<file path="src/hw/rtl/ddft_pkg.sv">
// Shared types, constants and the sine table builder for the direct DFT block.
// No dependencies; all other source files but ddft_ram use this package.
package ddft_pkg;

    localparam int SAMPLE_W   = 16;
    localparam int BIN_W      = 32;
    localparam int CFG_IDX_W  = 2;
    localparam int CFG_DATA_W = 25;
    localparam int COUNT_W    = 7;
    localparam int STEP_W     = 25;
    localparam int ANGLE_W    = 24;
    localparam int TAB_FRAC   = 15;

    localparam logic [CFG_IDX_W-1:0] CFG_DIRECTION   = 2'd0;
    localparam logic [CFG_IDX_W-1:0] CFG_POINT_COUNT = 2'd1;
    localparam logic [CFG_IDX_W-1:0] CFG_TURN_STEP   = 2'd2;

    localparam logic [COUNT_W-1:0] RST_POINT_COUNT = 7'd64;
    localparam logic [STEP_W-1:0]  RST_TURN_STEP   = 25'd262144;

    typedef enum logic [2:0] {
        S_LOAD,
        S_START,
        S_MAC,
        S_DRAIN,
        S_DIV,
        S_OUT
    } t_state;

    typedef struct packed {
        logic load_ready;
        logic bin_start;
        logic mac_issue;
        logic div_start;
        logic out_load;
    } t_cmd;

    typedef struct packed {
        logic frame_done;
        logic last_n;
        logic pipe_busy;
        logic div_done;
        logic out_taken;
        logic last_k;
    } t_status;

    // Quarter-wave sine in unsigned Q0.15 for step r of 2^(ab-2) per quarter turn.
    function automatic logic [14:0] f_quarter_sine(input int unsigned r, input int unsigned ab);
        logic [63:0] x;
        logic [63:0] x2;
        logic [63:0] t;
        logic [63:0] s;
        begin
            x  = (64'(r) * 64'd1686629713) >> (ab - 2);
            x2 = (x * x) >> 30;
            t  = 64'd1 << 30;
            t  = (64'd1 << 30) - ((x2 * t) >> 30) / 64'd110;
            t  = (64'd1 << 30) - ((x2 * t) >> 30) / 64'd72;
            t  = (64'd1 << 30) - ((x2 * t) >> 30) / 64'd42;
            t  = (64'd1 << 30) - ((x2 * t) >> 30) / 64'd20;
            t  = (64'd1 << 30) - ((x2 * t) >> 30) / 64'd6;
            s  = (x * t) >> 30;
            s  = (s + 64'd16384) >> 15;
            if (s > 64'd32767) begin
                s = 64'd32767;
            end
            return s[14:0];
        end
    endfunction

endpackage

</file>
<file path="src/hw/rtl/ddft_ctrl.sv">
// Sequencer for loading, per-bin accumulation, division and bin output.
// Depends on ddft_pkg for the state, command and status types.
module ddft_ctrl (
    input  logic              i_clk,
    input  logic              i_rst_n,
    input  ddft_pkg::t_status i_st,
    output ddft_pkg::t_cmd    o_cmd
);
    import ddft_pkg::*;

    t_state r_state;
    t_state n_state;

    always_ff @(posedge i_clk) begin
        if (!i_rst_n) begin
            r_state <= S_LOAD;
        end else begin
            r_state <= n_state;
        end
    end

    always_comb begin
        n_state = r_state;
        case (r_state)
            S_LOAD: begin
                if (i_st.frame_done) n_state = S_START;
            end
            S_START: n_state = S_MAC;
            S_MAC: begin
                if (i_st.last_n) n_state = S_DRAIN;
            end
            S_DRAIN: begin
                if (!i_st.pipe_busy) n_state = S_DIV;
            end
            S_DIV: begin
                if (i_st.div_done) n_state = S_OUT;
            end
            S_OUT: begin
                if (i_st.out_taken) n_state = i_st.last_k ? S_LOAD : S_START;
            end
            default: n_state = S_LOAD;
        endcase
    end

    always_comb begin
        o_cmd = '0;
        case (r_state)
            S_LOAD:  o_cmd.load_ready = 1'b1;
            S_START: o_cmd.bin_start  = 1'b1;
            S_MAC:   o_cmd.mac_issue  = 1'b1;
            S_DRAIN: o_cmd.div_start  = !i_st.pipe_busy;
            S_DIV:   o_cmd.out_load   = i_st.div_done;
            S_OUT:   o_cmd            = '0;
            default: o_cmd            = '0;
        endcase
    end

    a_div_after_drain: assert property (@(posedge i_clk) disable iff (!i_rst_n)
        (r_state == S_DIV) |-> !i_st.pipe_busy)
        else $error("Division started with products still in flight.");

    a_frame_end: assert property (@(posedge i_clk) disable iff (!i_rst_n)
        (r_state == S_OUT && i_st.out_taken && i_st.last_k) |=> (r_state == S_LOAD))
        else $error("Controller did not return to loading after the last bin.");
endmodule

</file>
<file path="config.mk">
export PLATFORM = sky130hd
export DESIGN_NAME = ddft_ctrl
export DESIGN_NICKNAME = d
export VERILOG_FILES = /design/src/hw/rtl/ddft_pkg.sv /design/src/hw/rtl/ddft_ctrl.sv
export SDC_FILE = /design/constraint.sdc
export NUM_CORES = 1
export LEC_CHECK = 0
export BUFFER_PORTS_ARGS = -buffer_cell sky130_fd_sc_hd__buf_4
export CORE_AREA = 2 2 39 41
export CTS_CLUSTER_SIZE = 30
export DETAILED_ROUTE_END_ITERATION = 10
export DIE_AREA = 0 0 41 43
export PLACE_DENSITY = 0.33
export SYNTH_ARGS = -nofsm -noshare
export SYNTH_HDL_FRONTEND = slang
export SYNTH_SLANG_ARGS = --single-unit
</file>
<file path="constraint.sdc">
create_clock -name i_clk -period 2.3 [get_ports i_clk]
set_clock_uncertainty 0.05 [all_clocks]
set_input_delay 0.345 -clock i_clk [delete_from_list [all_inputs] [get_ports i_clk]]
set_output_delay 0.345 -clock i_clk [all_outputs]
set_load 0.1 [all_outputs]
</file>
==> qor.yml <==
status:
  status: "finished clean"
job:
  cap_viol_max_count: 0
synth:
  dominantRegCellSynth: "sky130_fd_sc_hd__dfxtp_1"
  syn_inst: 22
  ffs_w_async_s_r_synth_pct: 0
  netlist-cell-type-count: 18
  syn-cell-area_um2: 215
  netlist_top_cells_count: "sky130_fd_sc_hd__dfxtp_1, sky130_fd_sc_hd__nor3b_1"
  yosysSeqAreaShare_pct: 27.9
  synth_area_leaders: "sky130_fd_sc_hd__dfxtp_1, sky130_fd_sc_hd__mux4_2, sky130_fd_sc_hd__nor3b_1, sky130_fd_sc_hd__and4bb_2, sky130_fd_sc_hd__buf_6"
  synth_warnings: 0
  yosysTopAreaCell: "sky130_fd_sc_hd__dfxtp_1"
  synth.avg_cell_area_um2: 9.78
  ys_seq_elements: 3
  synth_fp_nets: 30
  synth-edff-count: 0
  synth.top_cell.area_share_pct: 27.9
route:
  drc_errors: 0
  drt_wl_total_um: 533
  topRoutingLayerUsed: "met4"
  detailroute.wirelength.met2_um: 248
  routed-wl-met3_um: 41
  firstDrtPassIters: 2
  m1WireLength_um: 225
  drt-wirelength-per-cell_um: 10.3
  viasPerCell: 4.15
  dr_vias: 216
  remaining_number_of_nets_flagged_by_the_antenna_check_after_routing: 0
  drt_iter0_markers: 4
setup_path:
  rr_worst_depth: 3
  critPathCaptureType: "primary output"
  crit_chain: "and4bb_2, buf_4"
  worstSetupStartpointType: "flip-flop"
  critical_path_required_ns: 1.90
  crit_path_max_fanout: 11
  timing.rr.start: "r_state[1]"
  critical-path-slowest-cell: "sky130_fd_sc_hd__dfxtp_1"
  worst-endpoint-arrival_ns: 1.35
  reg2reg_setup_slack_ns: 0.96
  cpLargestDelayFamily: "flip-flops"
  regToRegEndpoint: "r_state[0]"
  cp_slowest_stage_delay_ns: 0.53
  worstSetupPathType: "reg -> out"
  worst-path-buf-inv: 1
final_layout:
  final_core_utilization_pct: 25.8
  layout_top_registers: "r_state (3)"
  area.growth.synth_to_final_pct: 65.7
  max_flop_register: "r_state"
  finalNonFillerCells: 52
  number_of_antenna_cells_inserted: 0
  number_of_flip_flops_under_the_largest_register_name: 3
  nNetsFinal: 45
  layout-drive-gt1-share_pct: 63.9
worst_hold_path:
  timing.hold.worst_endpoint: "r_state[2]"
  hp-start: "i_rst_n"
  hold_class: "in -> reg"
  worst_hold_path.num_cells: 2
power_and_ir_drop:
  p_int_uw: 154
  net-switching-power_uw: 100
  p_clk_share_pct: 35.7
  pwr_density_cell_nw_per_um2: 712
  vdd_drop_max_mv: 0.287
  p_sw_share_pct: 39.6
  total_power_uw: 254
  cellLeakagePower_nw: 0.157
  share_seq_of_total_power_pct: 26.5
  comb_power_share_pct: 37.8
die:
  design.die.area_um2: 1760
  io_pins: 13
  die_h_um: 43
  core_region_area_um2: 1380
  std_cell_rows: 14
  floorplan.initialDensity_pct: 15.6
  die_w_um: 41
clocking:
  cts_tree: "done"
  cts-buffers-inserted: 3
  clock_path_buffers: 2
  post_cts_gate_resize_count: 0
  cts-hold-fix-buffers: 0
  h_tree_level_count: 1
  cts.sink_count: 3
  postCtsSetupBuffers: 0
  path_clk_slew_ns: 0.03
  worst_skew_pair.late_latency_ns: 0.23
  clockRootBuffer: "sky130_fd_sc_hd__clkbuf_4"
global_route:
  number_of_antenna_violations_at_the_first_check_in_global_routing: 0
  grt_max_degree: 12
  grt_usage_pct: 7.33
  first_global_vias: 208
  gr-total-overflow: 0
  wire_length_of_the_first_global_routing_pass_um: 800
place:
  gp_congestion: 0.669
  numPlacedInstances: 48
  portBuffers: 12
timing:
  fin_worst_hold_slack_ns: 0.279
  setup_tns_ns: 0
  grt_setup_unrepaired: "no"
  period_minus_slack_ns: 1.74
  worstMarginPinSlew_ns: 0.365
  timing.slew.headroom_pct: 75.6
  max_slew_violations: 0
  period_share_pct: 75.7
  maxClockFrequency_ghz: 0.574
  timing.final.hold_violations: 0
  setup_viol: 0
[layout by cell type (no fill, tap or decap), drive strengths merged]
cell,count
nor4b,1
mux2i,1
nor3b,3
and3b,1
o21a,1
clkbuf,4
buf,12
a21o,1
a21oi,1
nor3,1
nand2,1
mux4,1
dfxtp,3
nor2b,1
nor2,1
and4bb,1
nand2b,2
[layout make-up]
class	instances	area [um^2]
sequential	3	60.1
timing repair buffer	12	90.1
multi-input combinational	17	160
fill	154	1030
tap	16	20.0
clock buffer	4	26.3
[routing by layer]
| metal | vias to the layer above | track usage, % |
|---|---|---|
| li1 | 108 | - |
| met1 | 97 | 9.00 |
| met2 | 9 | 8.44 |
| met3 | 2 | 3.14 |
| met4 | 0 | 8.00 |
| met5 | - | 0 |
[cells by family after synthesis]
group	synth area share [%]
buffers and inverters	6.97
muxes	15.1
AOI/OAI and AO/OA	9.30
DFF	27.9
and+or+nand+nor	40.7
[per-stage QoR]
step	worst slack, ns	instance area [um^2]
4_1_cts	0.550	357
3_5_place_dp	0.807	330
6_report	0.558	357
2_1_floorplan	0.0451	235
3_3_place_gp	0.813	330
5_1_grt	0.504	357
[worst max-delay path by stage]
stage | start | endpoint | slack (ns) | depth (start not counted)
floorplan | r_state[0] | o_cmd[3] | 0.05 | 2
global placement | r_state[0] | o_cmd[1] | 0.81 | 2
detailed placement | r_state[0] | o_cmd[1] | 0.81 | 2
CTS | r_state[1] | o_cmd[1] | 0.55 | 2
global route | r_state[1] | o_cmd[0] | 0.50 | 3
finish | r_state[1] | o_cmd[1] | 0.56 | 2
[power groups by stage]
| stage | logic [mW] | clock network (mW) | registers [mW] |
|---|---|---|---|
| finish | 0.0961 | 0.0906 | 0.0673 |
| global route | 0.0999 | 0.101 | 0.0685 |
| CTS | 0.0968 | 0.0955 | 0.0674 |
| detailed placement | 0.0967 | 0 | 0.0683 |
| global placement | 0.0967 | 0 | 0.0679 |
| floorplan | 0.0851 | 0 | 0.0588 |
No activity file was read; power rests on OpenSTA's default activity.
